File: src/rtl/core/b64e_pkg.sv
`timescale 1ns / 1ps
// Shared types, constants and the alphabet map for the Base64 stream encoder.
// No dependencies; every other file in rtl/core imports this package.
package b64e_pkg;

    // Group position codes: bytes of the current 3-byte group already taken
    localparam logic [1:0] PH_START = 2'd0;
    localparam logic [1:0] PH_ONE   = 2'd1;
    localparam logic [1:0] PH_TWO   = 2'd2;

    localparam logic [7:0] PAD_CHAR = 8'h3D;

    localparam int unsigned QUEUE_DEPTH_DEF = 2;

    // One accepted byte, turned into the characters it completes
    typedef struct packed {
        logic [3:0][7:0] chars;     // chars[0] goes out first
        logic [1:0]      last_idx;  // index of the final character
        logic            last;      // entry ends the message
    } t_b64e_entry;

    // Sextet to ASCII, standard alphabet with '+' and '/'
    function automatic logic [7:0] b64e_alpha(input logic [5:0] v);
        logic [7:0] w;
        w = {2'b00, v};
        if (v < 6'd26) begin
            return w + 8'd65;
        end else if (v < 6'd52) begin
            return w + 8'd71;
        end else if (v < 6'd62) begin
            return w - 8'd4;
        end else if (v == 6'd62) begin
            return 8'h2B;
        end else begin
            return 8'h2F;
        end
    endfunction

endpackage

File: src/rtl/core/b64e_front.sv
`timescale 1ns / 1ps
// Front end: takes message bytes, tracks group phase and leftover bits,
// and builds one queue entry per byte. Depends on b64e_pkg.
module b64e_front (
    input  logic               i_clk,
    input  logic               i_rst_n,
    input  logic               i_valid,
    output logic               o_ready,
    input  logic [7:0]         i_byte,
    input  logic               i_last,
    output logic               o_push,
    input  logic               i_q_ready,
    output b64e_pkg::t_b64e_entry o_entry
);
    import b64e_pkg::*;

    logic [1:0] r_phase, n_phase;
    logic [3:0] r_left,  n_left;
    logic       w_acc;

    assign o_ready = i_q_ready;
    assign w_acc   = i_valid && i_q_ready;
    assign o_push  = w_acc;

    always_comb begin
        o_entry          = '0;
        o_entry.last     = i_last;
        o_entry.chars[2] = PAD_CHAR;
        o_entry.chars[3] = PAD_CHAR;
        n_phase          = r_phase;
        n_left           = r_left;
        unique case (r_phase)
            PH_ONE: begin
                o_entry.chars[0] = b64e_alpha({r_left[1:0], i_byte[7:4]});
                o_entry.chars[1] = b64e_alpha({i_byte[3:0], 2'b00});
                o_entry.last_idx = i_last ? 2'd2 : 2'd0;
                n_phase          = PH_TWO;
                n_left           = i_byte[3:0];
            end
            PH_TWO: begin
                o_entry.chars[0] = b64e_alpha({r_left[3:0], i_byte[7:6]});
                o_entry.chars[1] = b64e_alpha(i_byte[5:0]);
                o_entry.last_idx = 2'd1;
                n_phase          = PH_START;
                n_left           = 4'd0;
            end
            default: begin
                o_entry.chars[0] = b64e_alpha(i_byte[7:2]);
                o_entry.chars[1] = b64e_alpha({i_byte[1:0], 4'b0000});
                o_entry.last_idx = i_last ? 2'd3 : 2'd0;
                n_phase          = PH_ONE;
                n_left           = {2'b00, i_byte[1:0]};
            end
        endcase
        // end of message: restart the group
        if (i_last) begin
            n_phase = PH_START;
            n_left  = 4'd0;
        end
    end

    always_ff @(posedge i_clk) begin
        if (!i_rst_n) begin
            r_phase <= PH_START;
            r_left  <= 4'd0;
        end else if (w_acc) begin
            r_phase <= n_phase;
            r_left  <= n_left;
        end
    end

    a_last_restarts: assert property (@(posedge i_clk) disable iff (!i_rst_n)
        (w_acc && i_last) |=> (r_phase == PH_START && r_left == 4'd0))
        else $error("phase not restarted after last byte");
    a_phase_one_left: assert property (@(posedge i_clk) disable iff (!i_rst_n)
        (r_phase == PH_ONE) |-> (r_left[3:2] == 2'b00))
        else $error("stray leftover bits in phase one");
    a_no_phase3: assert property (@(posedge i_clk) disable iff (!i_rst_n)
        r_phase != 2'd3)
        else $error("unused group phase reached");

endmodule

File: src/rtl/core/b64e_queue.sv
`timescale 1ns / 1ps
// Short register queue of encoded entries between front and back end.
// Depends on b64e_pkg.
module b64e_queue #(
    parameter int unsigned DEPTH = b64e_pkg::QUEUE_DEPTH_DEF
) (
    input  logic               i_clk,
    input  logic               i_rst_n,
    input  logic               i_push,
    output logic               o_ready,
    input  b64e_pkg::t_b64e_entry i_entry,
    output logic               o_valid,
    input  logic               i_pop,
    output b64e_pkg::t_b64e_entry o_entry
);
    import b64e_pkg::*;

    localparam int unsigned PTR_W = (DEPTH > 1) ? $clog2(DEPTH) : 1;
    localparam int unsigned CNT_W = $clog2(DEPTH + 1);
    localparam logic [PTR_W-1:0] PTR_LAST = PTR_W'(DEPTH - 1);
    localparam logic [CNT_W-1:0] CNT_FULL = CNT_W'(DEPTH);

    t_b64e_entry      r_mem [DEPTH];
    logic [PTR_W-1:0] r_wr, r_rd;
    logic [CNT_W-1:0] r_count;
    logic             w_wr, w_rd;

    assign o_ready = (r_count != CNT_FULL);
    assign o_valid = (r_count != '0);
    assign o_entry = r_mem[r_rd];
    assign w_wr    = i_push && o_ready;
    assign w_rd    = i_pop && o_valid;

    always_ff @(posedge i_clk) begin
        if (w_wr) begin
            r_mem[r_wr] <= i_entry;
        end
    end

    always_ff @(posedge i_clk) begin
        if (!i_rst_n) begin
            r_wr    <= '0;
            r_rd    <= '0;
            r_count <= '0;
        end else begin
            if (w_wr) begin
                r_wr <= (r_wr == PTR_LAST) ? '0 : r_wr + 1'b1;
            end
            if (w_rd) begin
                r_rd <= (r_rd == PTR_LAST) ? '0 : r_rd + 1'b1;
            end
            if (w_wr && !w_rd) begin
                r_count <= r_count + 1'b1;
            end else if (w_rd && !w_wr) begin
                r_count <= r_count - 1'b1;
            end
        end
    end

    a_no_push_full: assert property (@(posedge i_clk) disable iff (!i_rst_n)
        (r_count == CNT_FULL) |-> !i_push)
        else $error("push into full queue");

endmodule

File: src/rtl/core/b64e_back.sv
`timescale 1ns / 1ps
// Back end: unloads queue entries and sends one character per transfer
// through a registered output stage. Depends on b64e_pkg.
module b64e_back (
    input  logic               i_clk,
    input  logic               i_rst_n,
    input  logic               i_q_valid,
    output logic               o_pop,
    input  b64e_pkg::t_b64e_entry i_q_entry,
    output logic               o_tvalid,
    input  logic               i_tready,
    output logic [7:0]         o_tdata,
    output logic               o_tlast
);
    import b64e_pkg::*;

    t_b64e_entry r_ent;
    logic        r_have, n_have;
    logic [1:0]  r_idx,  n_idx;
    logic        r_tvalid;
    logic [7:0]  r_tdata;
    logic        r_tlast;
    logic        w_load, w_step, w_fin;

    assign w_load = !r_tvalid || i_tready;
    assign w_step = r_have && w_load;
    assign w_fin  = w_step && (r_idx == r_ent.last_idx);
    assign o_pop  = i_q_valid && (!r_have || w_fin);

    always_comb begin
        n_have = r_have;
        n_idx  = r_idx;
        if (o_pop) begin
            n_have = 1'b1;
            n_idx  = 2'd0;
        end else if (w_fin) begin
            n_have = 1'b0;
        end else if (w_step) begin
            n_idx = r_idx + 2'd1;
        end
    end

    always_ff @(posedge i_clk) begin
        if (!i_rst_n) begin
            r_have   <= 1'b0;
            r_idx    <= 2'd0;
            r_tvalid <= 1'b0;
        end else begin
            r_have <= n_have;
            r_idx  <= n_idx;
            if (w_load) begin
                r_tvalid <= r_have;
            end
        end
    end

    // payload: no reset
    always_ff @(posedge i_clk) begin
        if (o_pop) begin
            r_ent <= i_q_entry;
        end
        if (w_step) begin
            r_tdata <= r_ent.chars[r_idx];
            r_tlast <= r_ent.last && (r_idx == r_ent.last_idx);
        end
    end

    assign o_tvalid = r_tvalid;
    assign o_tdata  = r_tdata;
    assign o_tlast  = r_tlast;

    a_idx_bound: assert property (@(posedge i_clk) disable iff (!i_rst_n)
        r_have |-> (r_idx <= r_ent.last_idx))
        else $error("character index past entry end");
    a_step_shows: assert property (@(posedge i_clk) disable iff (!i_rst_n)
        w_step |=> r_tvalid)
        else $error("character lost in output stage");

endmodule

File: src/rtl/core/base64_stream_encoder.sv
`timescale 1ns / 1ps
// Top level of the Base64 stream encoder: front end, entry queue, back end.
// Depends on b64e_pkg, b64e_front, b64e_queue and b64e_back.
//
//  Channel   Dir  Ports          tdata (low bit up)   tlast
//  s_axis    in   tvalid/tready  data_byte[7:0]       last byte of message
//  m_axis    out  tvalid/tready  out_char[7:0]        final character of message
//
// One character leaves per cycle from the output register while m_axis tready
// is high; a byte enters in any cycle the entry queue has room, so bytes flow
// at about 4 characters per 3 bytes.
// First character of a byte passes through the entry queue, the back end's entry register and the output register.
// Reset is synchronous and active low; it clears phase, queue and output valid.
// Output stalls fill the queue and then drop s_axis tready.
module base64_stream_encoder #(
    parameter int unsigned QUEUE_DEPTH = b64e_pkg::QUEUE_DEPTH_DEF
) (
    input  logic       i_clk,
    input  logic       i_rst_n,
    input  logic       i_s_axis_tvalid,
    output logic       o_s_axis_tready,
    input  logic [7:0] i_s_axis_tdata,   // [7:0] data_byte
    input  logic       i_s_axis_tlast,
    output logic       o_m_axis_tvalid,
    input  logic       i_m_axis_tready,
    output logic [7:0] o_m_axis_tdata,   // [7:0] out_char
    output logic       o_m_axis_tlast
);
    import b64e_pkg::*;

    t_b64e_entry w_push_entry, w_pop_entry;
    logic        w_push, w_q_ready, w_q_valid, w_pop;

    b64e_front u_front (
        .i_clk     (i_clk),
        .i_rst_n   (i_rst_n),
        .i_valid   (i_s_axis_tvalid),
        .o_ready   (o_s_axis_tready),
        .i_byte    (i_s_axis_tdata),
        .i_last    (i_s_axis_tlast),
        .o_push    (w_push),
        .i_q_ready (w_q_ready),
        .o_entry   (w_push_entry)
    );

    b64e_queue #(
        .DEPTH (QUEUE_DEPTH)
    ) u_queue (
        .i_clk   (i_clk),
        .i_rst_n (i_rst_n),
        .i_push  (w_push),
        .o_ready (w_q_ready),
        .i_entry (w_push_entry),
        .o_valid (w_q_valid),
        .i_pop   (w_pop),
        .o_entry (w_pop_entry)
    );

    b64e_back u_back (
        .i_clk     (i_clk),
        .i_rst_n   (i_rst_n),
        .i_q_valid (w_q_valid),
        .o_pop     (w_pop),
        .i_q_entry (w_pop_entry),
        .o_tvalid  (o_m_axis_tvalid),
        .i_tready  (i_m_axis_tready),
        .o_tdata   (o_m_axis_tdata),
        .o_tlast   (o_m_axis_tlast)
    );

endmodule

File: config.mk
export PLATFORM = sky130hd
export DESIGN_NAME = base64_stream_encoder
export DESIGN_NICKNAME = d
export VERILOG_FILES = /design/src/rtl/core/b64e_pkg.sv /design/src/rtl/core/b64e_front.sv /design/src/rtl/core/b64e_queue.sv /design/src/rtl/core/b64e_back.sv /design/src/rtl/core/base64_stream_encoder.sv
export SDC_FILE = /design/constraint.sdc
export NUM_CORES = 1
export LEC_CHECK = 0
export BUFFER_PORTS_ARGS = -buffer_cell sky130_fd_sc_hd__buf_2
export CORE_MARGIN = 5
export CORE_UTILIZATION = 55
export CTS_CLUSTER_DIAMETER = 150
export DETAILED_ROUTE_END_ITERATION = 12
export HOLD_SLACK_MARGIN = 0.1
export PLACE_DENSITY = 0.73
export SLEW_MARGIN = 20
export SYNTH_ARGS = -nofsm -noshare
export SYNTH_HDL_FRONTEND = slang
export SYNTH_SLANG_ARGS = --single-unit
File: constraint.sdc
create_clock -name i_clk -period 2.7 [get_ports i_clk]
set_clock_uncertainty 0.1 [all_clocks]
set_input_delay 0.135 -clock i_clk [delete_from_list [all_inputs] [get_ports i_clk]]
set_output_delay 0.135 -clock i_clk [all_outputs]
set_load 0.05 [all_outputs]
==> results by group, run 1 <==
CTS
  – CTS resizes: 0
  – Post-CTS setup buffer count: 0
  – Clk slew on worst S/H paths: 0.08 ns
  – CTS buffer count: 9
  – CTS Sinks: 80
  – Worst-Skew Late Latency: 0.33 ns
  – Root buf cell: clkbuf_8
  – CTS tree: yes
  – H-tree depth: 3
  – Max Buffers Root-to-Sink: 2

Timing
  – Period utilization: 88.4%
  – Slew Limit Fails: 0
  – Slew headroom: 62.7%
  – Final setup TNS: 0 ns
  – RSZ-0062 raised after global routing: no
  – Max Clock Freq: 419 MHz
  – Min cycle time layout: 2.39 ns
  – Final setup viols: 0
  – Final Hold Viols: 0
  – Hold_ws: 0.192 ns
  – Slew @ Worst Pin: 0.558 ns

Power
  – Switch Pwr: 1.45 mW
  – Clock Power Share: 21.2%
  – Comb pwr share: 34.6%
  – Switching portion of total power: 33.5%
  – Int Power: 2.87 mW
  – LEAKAGE: 2.03 nW
  – Register share of total power: 44.2%
  – Max VDD drop: 0.000373 V
  – Pwr per Cell Area: 792 nW/µm²

Die
  – Starting Density: 56.2%
  – Number of top-level pins: 24
  – Die area: 10900 µm²
  – Die span in x: 104 µm
  – Die Y: 104 µm
  – Core Footprint: 8720 µm²
  – Cell Rows: 34

Cells and area
  – Share of layout cells above drive strength 1: 17.3%
  – Final non-filler cell total: 628
  – Post-route design area: 5460 µm²
  – Antenna cells: 0
  – Final core utilization: 62.6%
  – Most common cell after layout, fill and taps aside: edfxtp_1
  – Syn-to-layout area delta: 11.4%
  – Commonest non-fill, non-tap cells in the layout: 66 x edfxtp_1, 38 x nand2_1, 32 x a21oi_1
  – Layout Nets: 551

Drt
  – DRT iter0 DRCs: 227
  – ANT nets after route: 0
  – WL final: 11300 µm
  – Drt wl/cell: 17.9 µm
  – Via/cell ratio: 6.14
  – Drt pass-1 iters: 5
  – Drc violations: 0
  – Vias: 3858

Synth
  – Synth Flop Type: edfxtp_1
  – Synth Area per Inst: 10.1 µm²
  – Synthesized cell area: 4900 µm²
  – EDFF count, synth: 66
  – Number of distinct library cells after synthesis: 67
  – Synth Net Count: 520
  – Seq/Total Area, Yosys: 46.2%
  – Post-Synthesis Cells: 484
  – Synth Warn #: 0
  – Async set-reset flop share out of synthesis: 0%
  – Post-synthesis register bit count: 80

Global routing
  – Vias in the first global route: 3715
  – Total track usage: 20.7%
  – Largest net degree at the start of global routing: 21
  – Overflow left after global routing: 0
  – Initial antenna violation count: 0
  – First-pass GRT wire length: 18400 µm

Critical path
  – CP endpoint kind: register
  – Worst Path Arrival: 2.35 ns
  – CP startpoint kind: primary input
  – R2r setup slk: 0.37 ns
  – Crit path required time: 2.66 ns
  – Crit-path max FO: 7
  – Crit path kind: in -> reg

Outcome
  – Status: completed

Worst hold path
  – Hold Crit Class: in -> reg

Placement
  – RePlAce Congestion: 1.03
  – Placed cell count: 607
  – DP Wirelength: 8460 µm
  – Placed instance area: 5190 µm²
  – Number of I/O port buffers: 23

Flow run
  – Total of max-cap violations: 0
-- power by group through the flow --
stage	clock [mW]	combinational (mW)	sequential [mW]
after detailed placement	0	1.48	1.94
after floorplan	0	0.922	2.12
after CTS	0.941	1.50	1.91
final	0.917	1.50	1.91
after global routing	0.990	1.64	1.94
after global placement	0	1.45	1.93
-- state kept, by name (all words and copies together), names as in the netlist --
register         count
u_queue.r_rd         1
u_back.o_tlast       1
u_front.r_phase      2
u_back.r_have        1
u_queue.r_wr         1
u_back.o_tvalid      1
u_back.o_tdata       8
u_back.r_ent        19
u_queue.r_mem       38
u_front.r_left       4
u_queue.r_count      2
u_back.r_idx         2
-- final cells by class --
cell class / instances / area (µm²)
clock inverters: 3 / 47.5
repair buffers: 53 / 353
fillers: 722 / 3270
clock buffers: 13 / 170
flip-flops and latches: 80 / 2260
inverters: 22 / 82.6
well taps: 108 / 135
multi-input cells: 349 / 2400
-- kinds of logic after synthesis --
| family | synth area share (%) |
|---|---|
| adder cells (fa/ha/maj) | 5.88 |
| AO/OA/AOI/OAI | 18.3 |
| AND/OR/NAND/NOR | 15.9 |
| multiplexers | 5.62 |
| flip-flops | 46.2 |
| XOR/XNOR | 3.40 |
| buffers and inverters | 4.70 |
-- worst max-delay path, stage by stage --
cell	delay, ns
dlygate4sd3_1	0.52
buf_2	0.20
inv_1	0.13
ha_1	0.30
nor2b_1	0.27
mux2i_1	0.27
nor4_1	0.07
a311oi_1	0.29
a21oi_1	0.15
-- final timing paths --
path / start / endpoint / cells past startpoint
worst max-delay path: i_s_axis_tdata[0] / u_queue.r_mem[0][16] / 9
worst min-delay path: i_s_axis_tdata[2] / u_front.r_left[2] / 4
worst max register to register: u_front.r_left[1] / u_queue.r_mem[1][6] / 6
worst min register to register: u_front.r_phase[1] / u_front.r_phase[1] / 2
-- layer usage --
metal  vias to the layer above  part of all wire, %  global-route usage (%)
met5                         -                    0                       0
met4                         0                  3.0                    9.53
met3                        21                  6.3                    2.86
met2                       176                   49                    34.3
met1                      1800                   42                    26.9
li1                       1861                    -                       -
-- stage by stage --
stage                     worst slack [ns]  power [mW]
final                                0.314        4.32
after global routing                 0.172        4.56
after CTS                            0.369        4.35
after detailed placement             0.239        3.41
after global placement               0.323        3.38
after floorplan                      0.113        3.05
-- timing repair --
item,in CTS,in global routing
endpoints found under the setup margin,0,0
hold endpoints to repair,16,0
hold buffers,5,0
-- cell usage after synthesis (6+ instances only) --
cell type,count,area [µm²]
a211o_1,8,70.1
a211oi_1,7,52.6
a21oi_1,32,160
a31oi_1,9,56.3
and2_1,6,37.5
and3_1,6,37.5
buf_2,10,50.1
clkbuf_1,19,71.3
dfxtp_1,14,280
edfxtp_1,66,1980
ha_1,23,288
inv_1,20,75.1
mux2_2,19,214
nand2_1,38,143
nand2b_1,10,62.6
nand3_1,20,100
nor2_1,21,78.8
nor2b_1,14,87.6
nor3_1,11,55.1
o21ai_0,14,70.1
o21ai_1,7,35.0
xnor2_1,16,140
Note: power is estimated with default switching activity, not from simulation.
==> inputs of run 2 (changes only) <==
--- a/config.mk
+++ b/config.mk
@@ -5,6 +5,7 @@
 export SDC_FILE = /design/constraint.sdc
 export NUM_CORES = 1
 export LEC_CHECK = 0
+export ABC_AREA = 1
 export BUFFER_PORTS_ARGS = -buffer_cell sky130_fd_sc_hd__buf_2
 export CORE_MARGIN = 5
 export CORE_UTILIZATION = 55
==> results by group, run 2 <==
Timing
  – Hold_ws: 0.116 ns (was 0.192 ns)
  – RSZ-0062 raised after global routing: no (unchanged)
  – Min cycle time layout: 2.28 ns (was 2.39 ns)
  – Max Clock Freq: 438 MHz (was 419 MHz)
  – Slew @ Worst Pin: 0.562 ns (was 0.558 ns)
  – Final Worst Setup Slack: 0.418 ns (was 0.314 ns)
  – Slew headroom: 62.5% (was 62.7%)
  – Period utilization: 84.5% (was 88.4%)
  – Final setup TNS: 0 ns (unchanged)
  – Final Hold Viols: 0 (unchanged)
  – Slew Limit Fails: 0 (unchanged)
  – Final setup viols: 0 (unchanged)

Cells and area
  – Layout Nets: 671 (was 551)
  – Antenna cells: 0 (unchanged)
  – Most flops, register: u_queue.r_mem (unchanged)
  – Largest register FFs: 38 (unchanged)
  – Share of layout cells above drive strength 1: 11.7% (was 17.3%)
  – Most common cell after layout, fill and taps aside: nand2_1 (was edfxtp_1)
  – Final core utilization: 61.8% (was 62.6%)
  – Commonest non-fill, non-tap cells in the layout: 193 x nand2_1, 66 x edfxtp_1, 50 x nor2_1 (was 66 x edfxtp_1, 38 x nand2_1, 32 x a21oi_1)
  – Syn-to-layout area delta: 10.0% (was 11.4%)

Global routing
  – First-pass GRT wire length: 18500 µm (was 18400 µm)
  – Vias in the first global route: 3929 (was 3715)
  – Largest net degree at the start of global routing: 22 (was 21)
  – Overflow left after global routing: 0 (unchanged)
  – Total track usage: 20.5% (was 20.7%)
  – Initial antenna violation count: 0 (unchanged)

Synth
  – Post-Synthesis Cells: 609 (was 484)
  – Synth Net Count: 645 (was 520)
  – Synth Area per Inst: 8.01 µm² (was 10.1 µm²)
  – Post-synthesis register bit count: 80 (unchanged)
  – EDFF count, synth: 66 (unchanged)
  – Async set-reset flop share out of synthesis: 0% (unchanged)
  – Synth Warn #: 0 (unchanged)
  – Synthesized cell area: 4880 µm² (was 4900 µm²)
  – Synth area leader: edfxtp_1 (unchanged)
  – Synth Flop Type: edfxtp_1 (unchanged)
  – Post-synth top area share: 40.6% (was 40.5%)
  – Most frequent cells after synthesis: 193 x nand2_1, 66 x edfxtp_1, 50 x nor2_1 (was 66 x edfxtp_1, 38 x nand2_1, 32 x a21oi_1)
  – Most frequent cell after synthesis: nand2_1 (was edfxtp_1)
  – Number of distinct library cells after synthesis: 38 (was 67)
  – Seq/Total Area, Yosys: 46.4% (was 46.2%)
  – Largest cells by area after synthesis: edfxtp_1 41%, nand2_1 15%, ha_1 5.9%, dfxtp_1 5.7%, nand3_1 4.5% (was edfxtp_1 40%, ha_1 5.9%, dfxtp_1 5.7%, mux2_2 4.4%, a21oi_1 3.3%)

Power
  – Final Power: 4.49 mW (was 4.32 mW)
  – LEAKAGE: 2.33 nW (was 2.03 nW)
  – Pwr per Cell Area: 836 nW/µm² (was 792 nW/µm²)
  – Max VDD drop: 0.000359 V (was 0.000373 V)

Placement
  – Number of I/O port buffers: 23 (unchanged)
  – DP Wirelength: 7940 µm (was 8460 µm)
  – Pre-CTS setup slack: 0.514 ns (was 0.239 ns)
  – RePlAce Congestion: 0.985 (was 1.03)

Drt
  – Drt pass-1 iters: 5 (unchanged)
  – DRT iter0 DRCs: 287 (was 227)
  – WL final: 10700 µm (was 11300 µm)
  – Via/cell ratio: 5.44 (was 6.14)
  – Drt wl/cell: 14.4 µm (was 17.9 µm)
  – Vias: 4068 (was 3858)
  – Drc violations: 0 (unchanged)
  – ANT nets after route: 0 (unchanged)

Critical path
  – CP startpoint kind: register (was primary input)
  – CP endpoint kind: register (unchanged)
  – Crit path required time: 2.68 ns (was 2.66 ns)
  – Worst Path Arrival: 2.27 ns (was 2.35 ns)
  – Crit-path max FO: 8 (was 7)
  – Crit path kind: reg -> reg (was in -> reg)

CTS
  – H-tree depth: 3 (unchanged)
  – Max Buffers Root-to-Sink: 2 (unchanged)
  – CTS buffer count: 9 (unchanged)
  – Clk slew on worst S/H paths: 0.08 ns (about the same)
  – Worst-Skew Late Latency: 0.34 ns (was 0.33 ns)
  – CTS resizes: 0 (unchanged)
  – Root buf cell: clkbuf_8 (unchanged)
  – CTS Sinks: 80 (unchanged)
  – CTS tree: yes (unchanged)

Die
  – Cell Rows: 34 (unchanged)
  – Die span in x: 104 µm (about the same)
  – Core Footprint: 8680 µm² (was 8720 µm²)
  – Die Y: 104 µm (about the same)
  – Number of top-level pins: 24 (unchanged)
  – Starting Density: 56.2% (about the same)
  – Die area: 10900 µm² (about the same)

Outcome
  – Status: completed (unchanged)

Flow run
  – Total of max-cap violations: 0 (unchanged)

Worst hold path
  – Hold Crit Class: in -> reg (unchanged)
-- run 2: cell types whose count changed in the layout (fill, tap and decap cells not counted), moves of 13 or more --
cell     delta
nand2_1   +155
nor2_1     +29
inv_1      +24
nand3_1    +24
mux2_2     -19
buf_4      -18
nor2b_1    -14
o21ai_0    +14
inv_2      +13
-- run 2: cell families (layout without fill, tap and decap cells) --
family,after synthesis,in the layout,synth area share (%)
and+or+nand+nor,317,317,27.6
AOI/OAI and AO/OA,93,93,10.6
adders and majority gates,23,23,5.90
DFF,80,80,46.4
xor gates and xnor gates,14,14,2.51
buffers and inverters,82,113,7.05
-- run 2: path summary, 6_finish.rpt --
kind                      startpoint             endpoint  slack (ns)  depth (start not counted)
setup / recovery   u_front.r_left[1]  u_queue.r_mem[0][4]        0.42                         10
hold / removal     i_s_axis_tdata[3]    u_front.r_left[3]        0.12                          3
setup reg to reg   u_front.r_left[1]  u_queue.r_mem[0][4]        0.42                         10
hold reg to reg   u_queue.r_count[1]   u_queue.r_count[1]        0.40                          2
-- run 2: power breakdown --
| part | internal (mW) | switching, mW | leakage [nW] |
|---|---|---|---|
| combinational | 0.406 | 1.08 | 1.48 |
| clock | 0.615 | 0.415 | 0.119 |
| sequential | 1.85 | 0.119 | 0.738 |
-- run 2: metal layers --
metal / part of all wire (%) / vias to the layer above / GRT usage, %
met5: 0 / - / 0
met4: 2.7 / 0 / 8.51
met3: 4.9 / 27 / 2.48
met2: 47 / 125 / 33.2
met1: 45 / 1839 / 27.7
li1: - / 2077 / -
-- run 2: worst max-delay path, stage by stage, from the launching register on --
cell and delay [ns]:
dfxtp_1 0.55, ha_1 0.43, inv_2 0.11, nor2_4 0.17
inv_2 0.11, o21ai_1 0.14, nand2_1 0.05, o21ai_0 0.07
o21ai_1 0.11, nand2_1 0.08, nand2_1 0.09
-- run 2: metrics by stage --
stage / cells / area (µm²)
6_report: 748 / 5370
5_1_grt: 748 / 5370
4_1_cts: 748 / 5370
3_5_place_dp: 727 / 5070
3_3_place_gp: 727 / 5070
2_1_floorplan: 609 / 4880
-- run 2: area by class of cell --
class                      instances  area, µm²
inverter                          62        235
tap                              108        135
clock inverter                     7        120
clock buffer                       9        124
timing repair buffer              35        218
fill                             779       3310
multi-input combinational        447       2270
sequential                        80       2260
-- run 2: what timing repair did --
action                                 in CTS  in global routing
hold buffers                                5                  0
setup buffers                               0                  0
endpoints found under the hold margin      16                  0
==> inputs of run 3 (changes only) <==
--- a/config.mk
+++ b/config.mk
@@ -12,7 +12,7 @@
 export CTS_CLUSTER_DIAMETER = 150
 export DETAILED_ROUTE_END_ITERATION = 12
 export HOLD_SLACK_MARGIN = 0.1
-export PLACE_DENSITY = 0.73
+export PLACE_DENSITY = 0.76
 export SLEW_MARGIN = 20
 export SYNTH_ARGS = -nofsm -noshare
 export SYNTH_HDL_FRONTEND = slang
==> constraint.sdc (replaced) <==
create_clock -name i_clk -period 1.8 [get_ports i_clk]
set_clock_uncertainty 0.1 [all_clocks]
set_input_delay 0.09 -clock i_clk [delete_from_list [all_inputs] [get_ports i_clk]]
set_output_delay 0.09 -clock i_clk [all_outputs]
set_load 0.05 [all_outputs]
==> results by group, run 3 (same netlist as run 2, synthesis figures left out) <==
Die
  – Die area: 10900 µm² (unchanged)
  – Core Footprint: 8680 µm² (unchanged)
  – Die span in x: 104 µm (unchanged)
  – Cell Rows: 34 (unchanged)
  – Starting Density: 56.2% (unchanged)
  – Number of top-level pins: 24 (unchanged)
  – Die Y: 104 µm (unchanged)

Power
  – Switch Pwr: 2.60 mW (was 1.61 mW)
  – Pwr per Cell Area: 1190 nW/µm² (was 836 nW/µm²)
  – Int Power: 4.64 mW (was 2.87 mW)
  – Clock Power Share: 21.0% (was 22.9%)
  – Switching portion of total power: 35.9% (about the same)
  – Comb pwr share: 38.0% (was 33.1%)
  – LEAKAGE: 2.68 nW (was 2.33 nW)
  – Register share of total power: 41.0% (was 44.0%)
  – Max VDD drop: 0.000556 V (was 0.000359 V)

Worst hold path
  – Hold path startpoint: i_s_axis_tdata[1] (was i_s_axis_tdata[3])
  – Hold path endpoint: u_queue.r_mem[1][16] (was u_front.r_left[3])
  – Hold Path Depth: 3 (unchanged)
  – Hold Crit Class: in -> reg (unchanged)

Cells and area
  – Final core utilization: 70.2% (was 61.8%)
  – Most flops, register: u_queue.r_mem (unchanged)
  – Largest register FFs: 38 (unchanged)
  – Most common cell after layout, fill and taps aside: nand2_1 (unchanged)
  – Layout Nets: 736 (was 671)
  – Syn-to-layout area delta: 24.9% (was 10.0%)
  – Commonest non-fill, non-tap cells in the layout: 186 x nand2_1, 66 x edfxtp_1, 62 x buf_4 (was 193 x nand2_1, 66 x edfxtp_1, 50 x nor2_1)
  – Antenna cells: 0 (unchanged)
  – Share of layout cells above drive strength 1: 24.4% (was 11.7%)

Placement
  – Pre-CTS setup slack: -0.0587 ns (was 0.514 ns)
  – RePlAce Congestion: 0.992 (was 0.985)
  – DP Wirelength: 9110 µm (was 7940 µm)
  – Number of I/O port buffers: 23 (unchanged)

Drt
  – DRT iter0 DRCs: 309 (was 287)
  – WL final: 12200 µm (was 10700 µm)
  – Via/cell ratio: 5.40 (was 5.44)
  – WL met1: 5200 µm (was 4860 µm)
  – Highest metal used: met4 (unchanged)
  – Drc violations: 0 (unchanged)
  – ANT nets after route: 0 (unchanged)
  – Drt pass-1 iters: 6 (was 5)
  – Drt wl/cell: 15.0 µm (was 14.4 µm)
  – Vias: 4393 (was 4068)
  – Met3 WL: 647 µm (was 523 µm)
  – Met2 Routed Length: 6190 µm (was 5070 µm)

Timing
  – RSZ-0062 raised after global routing: yes (was no)
  – Final Worst Setup Slack: 0.0121 ns (was 0.418 ns)
  – Slew @ Worst Pin: 0.577 ns (was 0.562 ns)
  – Slew headroom: 61.5% (was 62.5%)
  – Min cycle time layout: 1.79 ns (was 2.28 ns)
  – Slew Limit Fails: 0 (unchanged)
  – Final setup viols: 0 (unchanged)
  – Hold_ws: 0.149 ns (was 0.116 ns)
  – Max Clock Freq: 559 MHz (was 438 MHz)
  – Period utilization: 99.3% (was 84.5%)
  – Final Hold Viols: 0 (unchanged)

Critical path
  – R2R depth: 8 (was 10)
  – Worst r2r src: u_front.r_left[1] (unchanged)
  – Crit path required time: 1.79 ns (was 2.68 ns)
  – R2r setup slk: 0.01 ns (was 0.42 ns)
  – Worst Path Arrival: 1.77 ns (was 2.27 ns)
  – Crit-path max FO: 6 (was 8)
  – CP startpoint kind: register (unchanged)
  – CP endpoint kind: register (unchanged)
  – R2R Path End: u_queue.r_mem[1][5] (was u_queue.r_mem[0][4])
  – Crit path kind: reg -> reg (unchanged)

Outcome
  – Status: completed (unchanged)

CTS
  – Max Buffers Root-to-Sink: 2 (unchanged)
  – Worst-Skew Late Latency: 0.34 ns (about the same)
  – CTS buffer count: 9 (unchanged)
  – Clk slew on worst S/H paths: 0.08 ns (about the same)
  – Root buf cell: clkbuf_8 (unchanged)
  – CTS tree: yes (unchanged)
  – H-tree depth: 3 (unchanged)
  – CTS Sinks: 80 (unchanged)

Global routing
  – Largest net degree at the start of global routing: 21 (was 22)
  – Overflow left after global routing: 0 (unchanged)
  – Total track usage: 21.8% (was 20.5%)
  – Vias in the first global route: 4214 (was 3929)
  – Initial antenna violation count: 0 (unchanged)
  – First-pass GRT wire length: 19500 µm (was 18500 µm)

Flow run
  – Total of max-cap violations: 0 (unchanged)
-- run 3: area by class of cell --
class / instances / area [µm²]
Timing Repair Buffer: 100 / 757
Inverter: 62 / 243
Clock inverter: 6 / 108
Tap cell: 108 / 135
Clock buffer: 10 / 128
Multi-Input combinational cell: 447 / 2450
Sequential cell: 80 / 2270
Fill cell: 700 / 2580
-- run 3: repair_timing --
action / in CTS / in global routing
setup buffers: 0 / 6
resized for setup: 8 / 46
hold endpoints to repair: 22 / 0
hold buffers: 8 / 0
setup endpoints to repair: 15 / 20
pin swaps: 0 / 15
-- run 3: metal layers --
metal	track usage (%)	vias to the layer above
met5	0	-
met4	8.05	0
met3	3.41	20
met2	37.9	152
met1	27.4	2011
li1	-	2210
-- run 3: worst max path at each step --
| stage | slack, ns | endpoint | cells past startpoint | from |
|---|---|---|---|---|
| 2_1_floorplan | 0.01 | u_queue.r_mem[0][6] | 13 | u_front.r_left[0] |
| 3_3_place_gp | -0.008 | u_queue.r_count[1] | 9 | u_back.r_ent[1] |
| 3_5_place_dp | -0.06 | u_queue.r_count[1] | 9 | u_back.r_ent[2] |
| 4_1_cts | 0.01 | u_queue.r_mem[1][6] | 11 | u_front.r_left[0] |
| 5_1_grt | -0.11 | u_queue.r_count[1] | 9 | u_back.r_ent[1] |
| 6_report | 0.01 | u_queue.r_mem[1][5] | 8 | u_front.r_left[1] |
-- run 3: worst max-delay path, stage by stage, from the launching register on --
cell	delay [ns]
dfxtp_4	0.40
ha_4	0.18
nand3_1	0.15
o211ai_1	0.27
nand3_2	0.11
nand2_2	0.09
nand2_2	0.05
nor2_2	0.10
nor2_1	0.07
-- run 3: stage by stage --
stage | cells | setup TNS, ns | total power, mW | cell area, µm²
2_1_floorplan | 609 | 0 | 4.68 | 4900
3_3_place_gp | 783 | -0.0296 | 5.48 | 5540
3_5_place_dp | 783 | -0.342 | 5.57 | 5540
4_1_cts | 807 | 0 | 7.14 | 5870
5_1_grt | 813 | -0.702 | 7.68 | 6090
6_report | 813 | 0 | 7.25 | 6090
-- run 3: power groups by stage --
stage | combinational (mW) | clock [mW] | sequential (mW)
2_1_floorplan | 1.40 | 0 | 3.28
3_3_place_gp | 2.51 | 0 | 2.97
3_5_place_dp | 2.58 | 0 | 3.00
4_1_cts | 2.63 | 1.55 | 2.96
5_1_grt | 3.04 | 1.63 | 3.01
6_report | 2.75 | 1.52 | 2.97
